`src/sv/rsti_pkg.sv`:
```
// ----------------------------------------------------------------------------
// rsti_pkg - shared types and constants of the radix string parser
// Widths, character classes and the structs that pass between the front,
// the queue, the parser and the result stage.
// ----------------------------------------------------------------------------
package rsti_pkg;

   localparam int VALUE_BITS     = 32;
   localparam int OFFSET_BITS    = 16;
   localparam int POS_BITS       = OFFSET_BITS + 1;
   localparam int RADIX_BITS     = 6;
   localparam int CHAR_BITS      = 8;
   localparam int PROD_BITS      = VALUE_BITS + RADIX_BITS + 1;
   localparam int CSR_INDEX_BITS = 1;
   localparam int CSR_DATA_BITS  = 6;

   localparam logic [CSR_INDEX_BITS-1:0] CSR_BASE     = 1'b0;
   localparam logic [CSR_INDEX_BITS-1:0] CSR_UNSIGNED = 1'b1;

   localparam logic [RADIX_BITS-1:0] NO_DIGIT   = '1;
   localparam logic [RADIX_BITS-1:0] BASE_AUTO  = 6'd0;
   localparam logic [RADIX_BITS-1:0] BASE_ONE   = 6'd1;
   localparam logic [RADIX_BITS-1:0] RADIX_OCT  = 6'd8;
   localparam logic [RADIX_BITS-1:0] RADIX_DEC  = 6'd10;
   localparam logic [RADIX_BITS-1:0] RADIX_HEX  = 6'd16;
   localparam logic [RADIX_BITS-1:0] RADIX_MAX  = 6'd36;
   localparam logic [RADIX_BITS-1:0] BASE_RESET = RADIX_DEC;

   localparam logic [VALUE_BITS-1:0]  SIGN_HALF  = VALUE_BITS'(1) << (VALUE_BITS - 1);
   localparam logic [POS_BITS-1:0]    POS_CAP    = POS_BITS'(1) << OFFSET_BITS;
   localparam logic [OFFSET_BITS-1:0] OFFSET_MAX = '1;

   typedef struct packed {
      logic                  is_space;
      logic                  is_plus;
      logic                  is_minus;
      logic                  is_zero;
      logic                  is_x;
      logic [RADIX_BITS-1:0] digit;
      logic                  last;
   } item_type;

   typedef struct packed {
      logic empty;
      logic full;
   } queue_status_type;

   typedef struct packed {
      logic [RADIX_BITS-1:0] base_setting;
      logic                  unsigned_mode;
   } cfg_type;

   typedef struct packed {
      logic [VALUE_BITS-1:0] acc;
      logic                  negative;
      logic                  overflow;
      logic                  digit_seen;
      logic                  unsigned_mode;
      logic                  xwait;
      logic [POS_BITS-1:0]   pos;
   } fin_type;

endpackage

```
`src/sv/rsti_front.sv`:
```
// ----------------------------------------------------------------------------
// rsti_front - character intake and classification
// Takes one character per cycle unless the queue is full, sorts it into
// whitespace, sign, prefix or digit class and pushes the item into the queue.
// ----------------------------------------------------------------------------
module rsti_front (
   input  logic                               req_valid,
   output logic                               req_stall,
   input  logic [rsti_pkg::CHAR_BITS-1:0]     req_char_code,
   input  logic                               req_last_char,
   input  rsti_pkg::queue_status_type         q_status,
   output logic                               push,
   output rsti_pkg::item_type                 push_item
);

   localparam logic [rsti_pkg::CHAR_BITS-1:0] CH_TAB     = 8'd9;
   localparam logic [rsti_pkg::CHAR_BITS-1:0] CH_CR      = 8'd13;
   localparam logic [rsti_pkg::CHAR_BITS-1:0] CH_SPACE   = 8'd32;
   localparam logic [rsti_pkg::CHAR_BITS-1:0] CH_PLUS    = 8'd43;
   localparam logic [rsti_pkg::CHAR_BITS-1:0] CH_MINUS   = 8'd45;
   localparam logic [rsti_pkg::CHAR_BITS-1:0] CH_ZERO    = 8'd48;
   localparam logic [rsti_pkg::CHAR_BITS-1:0] CH_NINE    = 8'd57;
   localparam logic [rsti_pkg::CHAR_BITS-1:0] CH_UP_A    = 8'd65;
   localparam logic [rsti_pkg::CHAR_BITS-1:0] CH_UP_X    = 8'd88;
   localparam logic [rsti_pkg::CHAR_BITS-1:0] CH_UP_Z    = 8'd90;
   localparam logic [rsti_pkg::CHAR_BITS-1:0] CH_LO_A    = 8'd97;
   localparam logic [rsti_pkg::CHAR_BITS-1:0] CH_LO_X    = 8'd120;
   localparam logic [rsti_pkg::CHAR_BITS-1:0] CH_LO_Z    = 8'd122;
   localparam logic [rsti_pkg::CHAR_BITS-1:0] UP_OFFSET  = CH_UP_A - 8'd10;
   localparam logic [rsti_pkg::CHAR_BITS-1:0] LO_OFFSET  = CH_LO_A - 8'd10;

   logic [rsti_pkg::CHAR_BITS-1:0] rel;

   assign req_stall = q_status.full;
   assign push      = req_valid && !q_status.full;

   always_comb begin
      rel = '0;
      push_item.digit = rsti_pkg::NO_DIGIT;
      if (req_char_code >= CH_ZERO && req_char_code <= CH_NINE) begin
         rel = req_char_code - CH_ZERO;
         push_item.digit = rel[rsti_pkg::RADIX_BITS-1:0];
      end else if (req_char_code >= CH_UP_A && req_char_code <= CH_UP_Z) begin
         rel = req_char_code - UP_OFFSET;
         push_item.digit = rel[rsti_pkg::RADIX_BITS-1:0];
      end else if (req_char_code >= CH_LO_A && req_char_code <= CH_LO_Z) begin
         rel = req_char_code - LO_OFFSET;
         push_item.digit = rel[rsti_pkg::RADIX_BITS-1:0];
      end
      push_item.is_space = (req_char_code == CH_SPACE) ||
                           (req_char_code >= CH_TAB && req_char_code <= CH_CR);
      push_item.is_plus  = (req_char_code == CH_PLUS);
      push_item.is_minus = (req_char_code == CH_MINUS);
      push_item.is_zero  = (req_char_code == CH_ZERO);
      push_item.is_x     = (req_char_code == CH_LO_X) || (req_char_code == CH_UP_X);
      push_item.last     = req_last_char;
   end

endmodule

```
`src/sv/rsti_queue.sv`:
```
// ----------------------------------------------------------------------------
// rsti_queue - two-entry item queue
// Decouples the classifier from the parser so that either side may stall.
// ----------------------------------------------------------------------------
module rsti_queue (
   input  logic                       clock,
   input  logic                       reset,
   input  logic                       push,
   input  rsti_pkg::item_type         push_item,
   input  logic                       pop,
   output rsti_pkg::item_type         head_item,
   output rsti_pkg::queue_status_type q_status
);

   rsti_pkg::item_type entry_ff [2];
   logic       wr_ptr_ff, wr_ptr_in;
   logic       rd_ptr_ff, rd_ptr_in;
   logic [1:0] count_ff, count_in;

   assign head_item      = entry_ff[rd_ptr_ff];
   assign q_status.empty = (count_ff == 2'd0);
   assign q_status.full  = (count_ff == 2'd2);

   always_comb begin
      wr_ptr_in = push ? !wr_ptr_ff : wr_ptr_ff;
      rd_ptr_in = pop  ? !rd_ptr_ff : rd_ptr_ff;
      count_in  = count_ff;
      if (push && !pop) begin
         count_in = count_ff + 2'd1;
      end else if (pop && !push) begin
         count_in = count_ff - 2'd1;
      end
   end

   always_ff @(posedge clock) begin
      if (reset) begin
         wr_ptr_ff <= 1'b0;
         rd_ptr_ff <= 1'b0;
         count_ff  <= 2'd0;
      end else begin
         wr_ptr_ff <= wr_ptr_in;
         rd_ptr_ff <= rd_ptr_in;
         count_ff  <= count_in;
      end
   end

   always_ff @(posedge clock) begin
      if (push) begin
         entry_ff[wr_ptr_ff] <= push_item;
      end
   end

endmodule

```
`src/sv/rsti_back.sv`:
```
// ----------------------------------------------------------------------------
// rsti_back - parse state machine and accumulator
// Walks whitespace, sign and radix prefix, then folds digits into the
// accumulator with one multiply-add and a widened overflow compare.
// ----------------------------------------------------------------------------
module rsti_back (
   input  logic                       clock,
   input  logic                       reset,
   input  rsti_pkg::cfg_type          cfg,
   input  rsti_pkg::item_type         head_item,
   input  rsti_pkg::queue_status_type q_status,
   output logic                       pop,
   input  logic                       fin_ready,
   output logic                       fin_push,
   output rsti_pkg::fin_type          fin_data
);

   localparam logic [2:0] PH_WS     = 3'd0;
   localparam logic [2:0] PH_SIGNED = 3'd1;
   localparam logic [2:0] PH_ZERO   = 3'd2;
   localparam logic [2:0] PH_XWAIT  = 3'd3;
   localparam logic [2:0] PH_DIGITS = 3'd4;
   localparam logic [2:0] PH_DONE   = 3'd5;

   logic [2:0]                          phase_ff, phase_in;
   logic [rsti_pkg::VALUE_BITS-1:0]     acc_ff, acc_in;
   logic                                neg_ff, neg_in;
   logic [rsti_pkg::RADIX_BITS-1:0]     radix_ff, radix_in;
   logic                                ovf_ff, ovf_in;
   logic                                seen_ff, seen_in;
   logic [rsti_pkg::POS_BITS-1:0]       pos_ff, pos_in;

   logic                                start_path;
   logic                                bad_base;
   logic                                start_zero;
   logic [rsti_pkg::RADIX_BITS-1:0]     start_radix;
   logic [rsti_pkg::RADIX_BITS-1:0]     take_radix;
   logic [rsti_pkg::VALUE_BITS-1:0]     limit;
   logic [rsti_pkg::PROD_BITS-1:0]      prod;
   logic                                digit_ok;
   logic                                over;
   logic [rsti_pkg::POS_BITS-1:0]       pos_inc;

   // a final character needs room in the result stage, others never wait
   assign pop = !q_status.empty && (!head_item.last || fin_ready);

   assign start_path  = (phase_ff == PH_SIGNED) ||
                        ((phase_ff == PH_WS) && !head_item.is_space &&
                         !head_item.is_plus && !head_item.is_minus);
   assign bad_base    = (cfg.base_setting == rsti_pkg::BASE_ONE) ||
                        (cfg.base_setting > rsti_pkg::RADIX_MAX);
   assign start_zero  = head_item.is_zero &&
                        ((cfg.base_setting == rsti_pkg::BASE_AUTO) ||
                         (cfg.base_setting == rsti_pkg::RADIX_HEX));
   assign start_radix = (cfg.base_setting == rsti_pkg::BASE_AUTO) ?
                        rsti_pkg::RADIX_DEC : cfg.base_setting;
   assign take_radix  = start_path ? start_radix : radix_ff;

   always_comb begin
      if (cfg.unsigned_mode) begin
         limit = '1;
      end else if (neg_ff) begin
         limit = rsti_pkg::SIGN_HALF;
      end else begin
         limit = rsti_pkg::SIGN_HALF - rsti_pkg::VALUE_BITS'(1);
      end
   end

   assign prod     = rsti_pkg::PROD_BITS'(acc_ff) * rsti_pkg::PROD_BITS'(take_radix) +
                     rsti_pkg::PROD_BITS'(head_item.digit);
   assign digit_ok = (take_radix != '0) && (head_item.digit < take_radix);
   assign over     = ovf_ff || (prod > rsti_pkg::PROD_BITS'(limit));
   assign pos_inc  = (pos_ff < rsti_pkg::POS_CAP) ? pos_ff + 1'b1 : pos_ff;

   always_comb begin
      phase_in = phase_ff;
      acc_in   = acc_ff;
      neg_in   = neg_ff;
      radix_in = radix_ff;
      ovf_in   = ovf_ff;
      seen_in  = seen_ff;
      pos_in   = pos_ff;

      // shared digit step, used by every phase that may take a digit
      if (start_path && bad_base) begin
         phase_in = PH_DONE;
      end else if (start_path && start_zero) begin
         seen_in  = 1'b1;
         acc_in   = '0;
         radix_in = (cfg.base_setting == rsti_pkg::BASE_AUTO) ?
                    rsti_pkg::RADIX_OCT : rsti_pkg::RADIX_HEX;
         phase_in = PH_ZERO;
         pos_in   = pos_inc;
      end else begin
         unique case (phase_ff)
            PH_WS: begin
               if (head_item.is_space) begin
                  pos_in = pos_inc;
               end else if (head_item.is_plus || head_item.is_minus) begin
                  neg_in   = head_item.is_minus;
                  phase_in = PH_SIGNED;
                  pos_in   = pos_inc;
               end else begin
                  radix_in = start_radix;
                  phase_in = PH_DIGITS;
               end
            end
            PH_SIGNED: begin
               radix_in = start_radix;
               phase_in = PH_DIGITS;
            end
            PH_ZERO: begin
               if (head_item.is_x) begin
                  radix_in = rsti_pkg::RADIX_HEX;
                  phase_in = PH_XWAIT;
                  pos_in   = pos_inc;
               end else begin
                  phase_in = PH_DIGITS;
               end
            end
            PH_XWAIT: begin
               if (head_item.digit < rsti_pkg::RADIX_HEX) begin
                  phase_in = PH_DIGITS;
               end else begin
                  phase_in = PH_DONE;
                  if (pos_ff != '0) begin
                     pos_in = pos_ff - 1'b1;
                  end
               end
            end
            PH_DIGITS: begin
               phase_in = PH_DIGITS;
            end
            default: begin
               phase_in = phase_ff;
            end
         endcase

         // take the digit, or stop on the first character that is not one
         if (phase_in == PH_DIGITS) begin
            if (!digit_ok) begin
               phase_in = PH_DONE;
            end else begin
               if (over) begin
                  ovf_in = 1'b1;
               end else begin
                  acc_in = prod[rsti_pkg::VALUE_BITS-1:0];
               end
               seen_in = 1'b1;
               pos_in  = pos_inc;
            end
         end
      end
   end

   assign fin_push               = pop && head_item.last;
   assign fin_data.acc           = acc_in;
   assign fin_data.negative      = neg_in;
   assign fin_data.overflow      = ovf_in;
   assign fin_data.digit_seen    = seen_in;
   assign fin_data.unsigned_mode = cfg.unsigned_mode;
   assign fin_data.xwait         = (phase_in == PH_XWAIT);
   assign fin_data.pos           = pos_in;

   always_ff @(posedge clock) begin
      if (reset || fin_push) begin
         phase_ff <= PH_WS;
         acc_ff   <= '0;
         neg_ff   <= 1'b0;
         radix_ff <= '0;
         ovf_ff   <= 1'b0;
         seen_ff  <= 1'b0;
         pos_ff   <= '0;
      end else if (pop) begin
         phase_ff <= phase_in;
         acc_ff   <= acc_in;
         neg_ff   <= neg_in;
         radix_ff <= radix_in;
         ovf_ff   <= ovf_in;
         seen_ff  <= seen_in;
         pos_ff   <= pos_in;
      end
   end

endmodule

```
`src/sv/rsti_result.sv`:
```
// ----------------------------------------------------------------------------
// rsti_result - result finishing and output register
// Holds the final parse state, applies sign, saturation and offset rules,
// and presents the result item on the output channel.
// ----------------------------------------------------------------------------
module rsti_result (
   input  logic                                clock,
   input  logic                                reset,
   input  logic                                fin_push,
   input  rsti_pkg::fin_type                   fin_data,
   output logic                                fin_ready,
   output logic                                rsp_valid,
   input  logic                                rsp_stall,
   output logic [rsti_pkg::VALUE_BITS-1:0]     rsp_value,
   output logic                                rsp_out_of_range,
   output logic [rsti_pkg::OFFSET_BITS-1:0]    rsp_end_offset,
   output logic                                rsp_digits_found
);

   logic                                 fin_valid_ff;
   rsti_pkg::fin_type                    fin_ff;
   logic                                 out_load;

   logic                                 rsp_valid_ff;
   logic [rsti_pkg::VALUE_BITS-1:0]      value_ff, value_in;
   logic                                 range_ff, range_in;
   logic [rsti_pkg::OFFSET_BITS-1:0]     offset_ff, offset_in;
   logic                                 found_ff, found_in;
   logic [rsti_pkg::POS_BITS-1:0]        pos_adj;

   assign out_load  = !rsp_valid_ff || !rsp_stall;
   assign fin_ready = !fin_valid_ff || out_load;

   always_comb begin
      // a dangling "0x" does not count the x
      pos_adj = fin_ff.pos;
      if (fin_ff.xwait && fin_ff.pos != '0) begin
         pos_adj = fin_ff.pos - 1'b1;
      end

      if (!fin_ff.digit_seen) begin
         value_in = '0;
      end else if (fin_ff.overflow) begin
         if (fin_ff.unsigned_mode) begin
            value_in = '1;
         end else if (fin_ff.negative) begin
            value_in = rsti_pkg::SIGN_HALF;
         end else begin
            value_in = rsti_pkg::SIGN_HALF - rsti_pkg::VALUE_BITS'(1);
         end
      end else if (fin_ff.negative) begin
         value_in = ~fin_ff.acc + rsti_pkg::VALUE_BITS'(1);
      end else begin
         value_in = fin_ff.acc;
      end

      if (!fin_ff.digit_seen) begin
         offset_in = '0;
      end else if (pos_adj > rsti_pkg::POS_BITS'(rsti_pkg::OFFSET_MAX)) begin
         offset_in = rsti_pkg::OFFSET_MAX;
      end else begin
         offset_in = pos_adj[rsti_pkg::OFFSET_BITS-1:0];
      end

      range_in = fin_ff.digit_seen && fin_ff.overflow;
      found_in = fin_ff.digit_seen;
   end

   always_ff @(posedge clock) begin
      if (reset) begin
         fin_valid_ff <= 1'b0;
         rsp_valid_ff <= 1'b0;
      end else begin
         if (fin_ready) begin
            fin_valid_ff <= fin_push;
         end
         if (out_load) begin
            rsp_valid_ff <= fin_valid_ff;
         end
      end
   end

   always_ff @(posedge clock) begin
      if (fin_push && fin_ready) begin
         fin_ff <= fin_data;
      end
      if (out_load && fin_valid_ff) begin
         value_ff  <= value_in;
         range_ff  <= range_in;
         offset_ff <= offset_in;
         found_ff  <= found_in;
      end
   end

   assign rsp_valid        = rsp_valid_ff;
   assign rsp_value        = value_ff;
   assign rsp_out_of_range = range_ff;
   assign rsp_end_offset   = offset_ff;
   assign rsp_digits_found = found_ff;

endmodule

```
`src/sv/radix_string_to_integer.sv`:
```
// ----------------------------------------------------------------------------
// radix_string_to_integer - streaming string to integer parser
// Accepts one character per item and gives one result per string.
// ----------------------------------------------------------------------------
// The block takes one character per cycle while req_stall is low and returns
// one result item per string, on the item that carries last_char. Leading
// whitespace and a sign are skipped, a "0x" prefix or a leading zero picks
// the radix when base_setting asks for it, and digits up to base 36 are
// folded into a 32-bit value with saturation and a range flag. A final
// character passes through the classifier queue into the parser, then
// through the result stage's input and output registers, before its result
// is offered. The rate is set by the parser, which does one multiply-add
// and limit compare per character. Write base_setting and
// unsigned_mode only while no string is in flight; csr_ready is always high.
// ----------------------------------------------------------------------------
module radix_string_to_integer (
   input  logic                                   clock,
   input  logic                                   reset,
   input  logic                                   req_valid,
   output logic                                   req_stall,
   input  logic [rsti_pkg::CHAR_BITS-1:0]         req_char_code,
   input  logic                                   req_last_char,
   output logic                                   rsp_valid,
   input  logic                                   rsp_stall,
   output logic [rsti_pkg::VALUE_BITS-1:0]        rsp_value,
   output logic                                   rsp_out_of_range,
   output logic [rsti_pkg::OFFSET_BITS-1:0]       rsp_end_offset,
   output logic                                   rsp_digits_found,
   input  logic                                   csr_valid,
   output logic                                   csr_ready,
   input  logic [rsti_pkg::CSR_INDEX_BITS-1:0]    csr_index,
   input  logic [rsti_pkg::CSR_DATA_BITS-1:0]     csr_wdata
);

   logic [rsti_pkg::RADIX_BITS-1:0] base_ff;
   logic                            unsigned_ff;
   rsti_pkg::cfg_type               cfg;

   logic                            push;
   rsti_pkg::item_type              push_item;
   logic                            pop;
   rsti_pkg::item_type              head_item;
   rsti_pkg::queue_status_type      q_status;
   logic                            fin_push;
   logic                            fin_ready;
   rsti_pkg::fin_type               fin_data;

   assign csr_ready = 1'b1;

   always_ff @(posedge clock) begin
      if (reset) begin
         base_ff     <= rsti_pkg::BASE_RESET;
         unsigned_ff <= 1'b0;
      end else if (csr_valid && csr_ready) begin
         unique case (csr_index)
            rsti_pkg::CSR_BASE:     base_ff     <= csr_wdata[rsti_pkg::RADIX_BITS-1:0];
            rsti_pkg::CSR_UNSIGNED: unsigned_ff <= csr_wdata[0];
            default: begin
               base_ff <= base_ff;
            end
         endcase
      end
   end

   assign cfg.base_setting  = base_ff;
   assign cfg.unsigned_mode = unsigned_ff;

   rsti_front u_front (
      .req_valid     (req_valid),
      .req_stall     (req_stall),
      .req_char_code (req_char_code),
      .req_last_char (req_last_char),
      .q_status      (q_status),
      .push          (push),
      .push_item     (push_item)
   );

   rsti_queue u_queue (
      .clock     (clock),
      .reset     (reset),
      .push      (push),
      .push_item (push_item),
      .pop       (pop),
      .head_item (head_item),
      .q_status  (q_status)
   );

   rsti_back u_back (
      .clock     (clock),
      .reset     (reset),
      .cfg       (cfg),
      .head_item (head_item),
      .q_status  (q_status),
      .pop       (pop),
      .fin_ready (fin_ready),
      .fin_push  (fin_push),
      .fin_data  (fin_data)
   );

   rsti_result u_result (
      .clock            (clock),
      .reset            (reset),
      .fin_push         (fin_push),
      .fin_data         (fin_data),
      .fin_ready        (fin_ready),
      .rsp_valid        (rsp_valid),
      .rsp_stall        (rsp_stall),
      .rsp_value        (rsp_value),
      .rsp_out_of_range (rsp_out_of_range),
      .rsp_end_offset   (rsp_end_offset),
      .rsp_digits_found (rsp_digits_found)
   );

   // an accepted item is held in the queue at the next edge
   a_push_lands: assert property (@(posedge clock) disable iff (reset)
      (req_valid && !req_stall) |=> !q_status.empty)
      else $error("accepted item missing from queue");

   // the parser never takes an item from an empty queue
   a_pop_nonempty: assert property (@(posedge clock) disable iff (reset)
      pop |-> !q_status.empty)
      else $error("pop from empty queue");

   // a string without digits reports zero throughout
   a_no_digit_zero: assert property (@(posedge clock) disable iff (reset)
      (rsp_valid && !rsp_digits_found) |->
         (rsp_value == '0) && (rsp_end_offset == '0) && !rsp_out_of_range)
      else $error("result without digits is not zero");

   // a range error needs at least one digit
   a_range_needs_digit: assert property (@(posedge clock) disable iff (reset)
      (rsp_valid && rsp_out_of_range) |-> rsp_digits_found)
      else $error("range flag without digits");

endmodule

```
`config.mk`:
```
export PLATFORM = sky130hd
export DESIGN_NAME = radix_string_to_integer
export DESIGN_NICKNAME = d
export VERILOG_FILES = /design/src/sv/rsti_pkg.sv /design/src/sv/rsti_front.sv /design/src/sv/rsti_queue.sv /design/src/sv/rsti_back.sv /design/src/sv/rsti_result.sv /design/src/sv/radix_string_to_integer.sv
export SDC_FILE = /design/constraint.sdc
export NUM_CORES = 1
export LEC_CHECK = 0
export BUFFER_PORTS_ARGS = -buffer_cell sky130_fd_sc_hd__buf_2
export CAP_MARGIN = 20
export CORE_UTILIZATION = 46
export CTS_BUF_LIST = sky130_fd_sc_hd__clkbuf_16
export CTS_CLUSTER_SIZE = 25
export DETAILED_ROUTE_END_ITERATION = 8
export PLACE_DENSITY_LB_ADDON = 0.3
export SKIP_CTS_REPAIR_TIMING = 1
export SYNTH_ARGS = -nofsm -noshare
export SYNTH_HDL_FRONTEND = slang
export SYNTH_HIERARCHICAL = 1
export SYNTH_SLANG_ARGS = --single-unit
export TNS_END_PERCENT = 1
```
`constraint.sdc`:
```
create_clock -name clock -period 11.3 [get_ports clock]
set_input_delay 2.26 -clock clock [delete_from_list [all_inputs] [get_ports clock]]
set_output_delay 2.26 -clock clock [all_outputs]
set_load 0.01 [all_outputs]
```
==> results.toml, run 1 <==
[place]
detailed_place_hpwl_um = 36600
place.gp.congestion = 0.943
post-place-ws_ps = 1120
portBuffers = 72

[logic_synthesis]
synth_fa_ha_area_frac = 0.221
synth_edf_count = 128
synth_top_family_by_area = "adder cells"
yosys.area_share.simple = 0.209
netlist.area_leader.share = 0.203
syn_inst = 2105
muxShareOfSynthArea = 0.0278
synth_area_um2 = 19000
avgSynthCellArea_um2 = 9.01
synth_top_flop_cell = "edfxtp_1"
synth_top_area_cell = "edfxtp_1"
synth_most_common_cell = "nand2_1"
synth_area_leaders = "edfxtp_1 (20%), fa_1 (13%), ha_1 (9.0%)"
synth-warning-count = 6
syn-num-nets = 2386
yosysSeqAreaShare = 0.282
ys_types = 96
synthArstFlopShare = 0
ys_ff_latch = 203
synthTopCellsByCount = "nand2_1 (218), and2_1 (139), ha_1 (136), a21oi_1 (130), edfxtp_1 (128)"
yosys.area_share.xor_xnor = 0.0379
synth_compound_area_frac = 0.166

[critical_path]
cp-end-kind = "register"
worstPathArrival_ps = 10690
setup.worst_path.class = "reg -> reg"
crit_slowest_cell = "mux2_2"
rrSetupSlack_ps = 970
cp_data_required_time_ps = 11670
critPathLaunchType = "register"
max_stage_delay_ps = 700
r2r-end = "u_result/fin_ff[39]$_DFFE_PP_"
reg2regPathDepth = 32
crit_fanout = 34

[floorplan]
start_util = 0.466
dieArea_um2 = 42100
rows = 74
ioPinCount = 74
core-area_um2 = 40700
die_h_um = 205
die_x_um = 205

[sta]
fmaxAchievable_mhz = 96.8
finClkSkew_ps = 8.67
rsz0062_at_grt = "no"
slew_violations = 0
setup_viol = 0
fin_setup_tns_ps = 0
setup_slack_ps = 975
hold_viol = 0
min_period_over_period = 0.914
period_needed_ps = 10330
max-slew-margin-rel = 0.270
worst_pin_slew_ps = 1090

[grt]
grt_usage = 0.232
grt_pass1_wl_um = 78500
antenna_found_initial = 0
grt_max_degree = 55
grt_overflow = 0
grt_pass1_vias = 15043

[min_path]
hp-class = "reg -> reg"
holdPathEnd = "u_back/radix_ff[5]$_SDFFE_PP0P_"
min_from = "u_back/radix_ff[5]$_SDFFE_PP0P_"
hold_depth = 2

[clock_tree]
htreeDepth = 1
cts_buffer_depth = 3
root_buffer = "clkbuf_16"
insertion_delay_ps = 500
cts_tree = "built"
cts_num_sinks = 203
cts_made_buffers = 21
clkTransAtPathRegs_ps = 60

[route]
drt-vias-per-instance = 5.95
drtPass1Iterations = 6
wl_um = 48500
ant_nets = 0
post_drt_wl_per_cell_um = 18.5
drc = 0
drt_iter0_markers = 1408
routed-via-count = 15609

[final_layout]
antenna_cells = 0
num-fill-cells = 3783
area_growth_syn_to_layout_pct = 6.45
multi_input_area_um2 = 12600
nNetsFinal = 2358
drive_gt1_frac = 0.0900
seqCellArea_um2 = 5350

[pwr]
ir_drop_mv = 0.127
power_per_cell_area_nw_per_um2 = 165
p_leak_nw = 8.61

[run]
cap_violations = 0

[status]
outcome = "completed"
-- stage by stage --
step	area [um^2]	cells	hold WS, ps	power (mW)	utilization
after floorplan	19000	2105	431	2.25	-
after global placement	19500	2585	441	2.61	0.479
after detailed placement	19500	2585	458	2.65	0.479
after CTS	20200	2621	471	3.32	0.495
after global routing	20200	2622	508	3.55	0.496
final	20200	2622	468	3.32	0.496
-- cells in the final DEF, fill, tap and decap left out, types with 15 or more instances in the layout --
master / instances
edfxtp_1: 128
buf_4: 16
nor2_1: 116
xor2_1: 48
mux2_2: 30
a211oi_1: 16
nor4_1: 17
nor3_1: 38
fa_1: 124
nand3_1: 87
dfxtp_1: 75
clkbuf_16: 21
nand2_1: 218
o211ai_1: 29
a21boi_0: 19
ha_1: 136
buf_2: 72
a21oi_1: 129
a31oi_1: 15
or3_1: 18
a21o_1: 16
xnor2_1: 34
and2_1: 138
inv_1: 129
o21ai_0: 96
nand4_1: 48
a22o_1: 35
nand2b_1: 18
-- state kept, by name (all words and copies together), names as in the netlist, 2 cells and up, named ones only --
register and cells:
u_queue/count_ff 2, u_back/radix_ff 6, u_result/rsp_end_offset 16, u_back/acc_ff 32
u_back/phase_ff 3, u_queue/entry_ff 24, u_result/rsp_value 32, u_result/fin_ff 53
base_ff 6, u_back/pos_ff 17
-- worst max-delay path by stage --
stage / from / to / slack (ps) / cells after the start
floorplan: register / u_result/fin_ff[28]$_DFFE_PP_ / 2990 / 36
global placement: register / u_result/fin_ff[47]$_DFFE_PP_ / 1420 / 34
detailed placement: register / u_result/fin_ff[51]$_DFFE_PP_ / 1120 / 32
CTS: register / u_result/fin_ff[51]$_DFFE_PP_ / 1090 / 32
global route: register / u_result/fin_ff[50]$_DFFE_PP_ / 360 / 34
finish: register / u_result/fin_ff[39]$_DFFE_PP_ / 970 / 32
-- critical path, delay by kind of cell (launching register included) --
family | cells | cell delay (ps)
buf+inv | 5 | 530
fa+ha+maj | 6 | 2660
simple gates | 6 | 2060
flops | 1 | 620
mux | 2 | 1110
xor+xnor | 1 | 310
compound gates | 12 | 2860
-- per-layer routing --
layer | up-vias | global-route usage | share of wire
li1 | 7429 | - | -
met1 | 7579 | 0.327 | 0.46
met2 | 516 | 0.374 | 0.45
met3 | 85 | 0.0223 | 0.058
met4 | 0 | 0.0709 | 0.026
met5 | - | 0 | 0
-- kinds of logic (layout without fill, tap and decap cells) --
kind of cell / count (synthesis) / in the layout
multiplexers: 47 / 47
XOR/XNOR: 82 / 82
AND/OR/NAND/NOR: 772 / 772
other: 1 / 1
buffers and inverters: 266 / 251
adder cells (fa/ha/maj): 260 / 260
AO/OA/AOI/OAI: 474 / 474
flip-flops: 203 / 203
-- power breakdown --
group	internal [mW]	leakage (nW)	switching (mW)
Combinational	0.503	6.47	0.969
Clock	0.384	0.337	0.277
Sequential	1.02	1.81	0.177
-- area by class of cell --
class                           count  area share
Timing Repair Buffer               88      0.0238
Sequential cell                   203       0.265
Multi-Input combinational cell   1636       0.623
Tap cell                          532      0.0330
Clock buffer                       21      0.0260
Clock inverter                     15     0.00626
Inverter                          127      0.0236
(Power assumes the default switching activity.)
==> run 2, diff against run 1 <==
==> constraint.sdc (replaced) <==
create_clock -name clock -period 11.3 [get_ports clock]
set_input_delay 1.695 -clock clock [delete_from_list [all_inputs] [get_ports clock]]
set_output_delay 1.695 -clock clock [all_outputs]
set_load 0.01 [all_outputs]
==> run 2 against run 1 <==
Via count increased by 0.40%. Flip-flop and latch count unchanged. Combinational power about the same. Register-to-register slack improved by 390 ps. Maximum frequency increased by 4.0%. Global-route usage increased by 0.16 points. Critical endpoint is now u_result/fin_ff[47]$_DFFE_PP_. Largest power group unchanged.
==> results.toml, run 2 (synthesis gave the netlist of run 1 again) <==
[grt]
grt_pass1_vias = 15013
grt_usage = 0.234
grt_overflow = 0
grt_pass1_wl_um = 78700
grt_max_degree = 55
antenna_found_initial = 0

[critical_path]
cp-end-kind = "register"
crit_family = "compound AO/OA/AOI/OAI gates"
cp_data_required_time_ps = 11680
worstPathArrival_ps = 10320
crit_slowest_cell = "mux2_2"
path_buf_inv = 5
max_stage_delay_ps = 680
crit_fanout = 34
setup.worst_path.class = "reg -> reg"
critPathLaunchType = "register"

[sta]
hold_viol = 0
slew_violations = 0
max-slew-margin-rel = 0.323
fmaxAchievable_mhz = 101
rsz0062_at_grt = "no"
fin_setup_tns_ps = 0
period_needed_ps = 9930
setup_viol = 0
finClkSkew_ps = 9.94
min_period_over_period = 0.879
worst_pin_slew_ps = 1010

[final_layout]
top_register = "u_result/fin_ff"
drive_gt1_frac = 0.0923
mostFrequentLayoutCells = "nand2_1 (218), and2_1 (138), ha_1 (136), a21oi_1 (129), edfxtp_1 (128)"
nNetsFinal = 2359
antenna_cells = 0
largest_reg_flops = 53
fin_area_um2 = 20300
postLayoutCoreUtil = 0.497
final_cells = 2624
area_growth_syn_to_layout_pct = 6.80
final_common_cell = "nand2_1"

[min_path]
hp-class = "reg -> reg"

[floorplan]
start_util = 0.466
dieArea_um2 = 42100
die_x_um = 205
rows = 74
ioPinCount = 74
core-area_um2 = 40700
die_h_um = 205

[pwr]
p_leak_nw = 8.63
finalPower_mw = 3.38
ir_drop_mv = 0.132
power_per_cell_area_nw_per_um2 = 167

[route]
post_drt_wl_per_cell_um = 18.6
drc = 0
routed-via-count = 15672
drt_iter0_markers = 1497
drt-vias-per-instance = 5.97
drtPass1Iterations = 5
wl_um = 48800
ant_nets = 0

[clock_tree]
cts_made_buffers = 21
clkTransAtPathRegs_ps = 60
root_buffer = "clkbuf_16"
cts_tree = "built"
cts_buffer_depth = 3
cts_num_sinks = 203
insertion_delay_ps = 510
htreeDepth = 1

[place]
dpl.cell_count = 2585
portBuffers = 72
place.gp.congestion = 0.988
detailed_place_hpwl_um = 36700
placed_cell_area_um2 = 19500

[run]
cap_violations = 0

[status]
outcome = "completed"
[run 2: cell types whose count changed in the layout (fill, tap and decap cells not counted), sizes merged]
cell / delta
buf: +1
clkinvlp: +1
bufinv: +2
clkinv: +1
inv: -3
[run 2: power by group]
group	internal [mW]	switching, mW
sequential	1.02	0.180
combinational	0.506	0.961
clock	0.432	0.289
[run 2: layer usage]
metal  GRT usage  up-vias  part of all wire
met5           0        -                 0
met4      0.0712        0             0.026
met3      0.0264       70             0.065
met2       0.376      532              0.45
met1       0.328     7640              0.46
li1            -     7430                 -
[run 2: worst paths after layout]
kind                                        start                              end  slack (ps)  cells after the start
setup / recovery                         register    u_result/fin_ff[47]$_DFFE_PP_        1370                     32
hold reg to reg   u_back/radix_ff[2]$_SDFFE_PP0P_  u_back/radix_ff[2]$_SDFFE_PP0P_         460                      2
setup reg to reg                         register    u_result/fin_ff[47]$_DFFE_PP_        1370                     32
hold / removal    u_back/radix_ff[2]$_SDFFE_PP0P_  u_back/radix_ff[2]$_SDFFE_PP0P_         460                      2
[run 2: layout make-up]
cell class	instances	area [um^2]
Clock buffer	21	526
Clock inverter	16	185
Fill cell	3830	20500
Inverter	127	477
Multi-Input combinational cell	1636	12600
Sequential cell	203	5350
Tap cell	532	666
Timing Repair Buffer	89	488
[run 2: through the flow]
stage | hold slack (ps) | setup WS (ps)
after floorplan | 431 | 2990
after global placement | 441 | 1580
after detailed placement | 448 | 1460
after CTS | 457 | 1440
after global routing | 482 | 754
final | 458 | 1370
[run 2: tightest hold or removal path: stages (launching register included)]
cell and delay [ps]:
dfxtp_1 310, nand2_1 50, a21oi_1 50
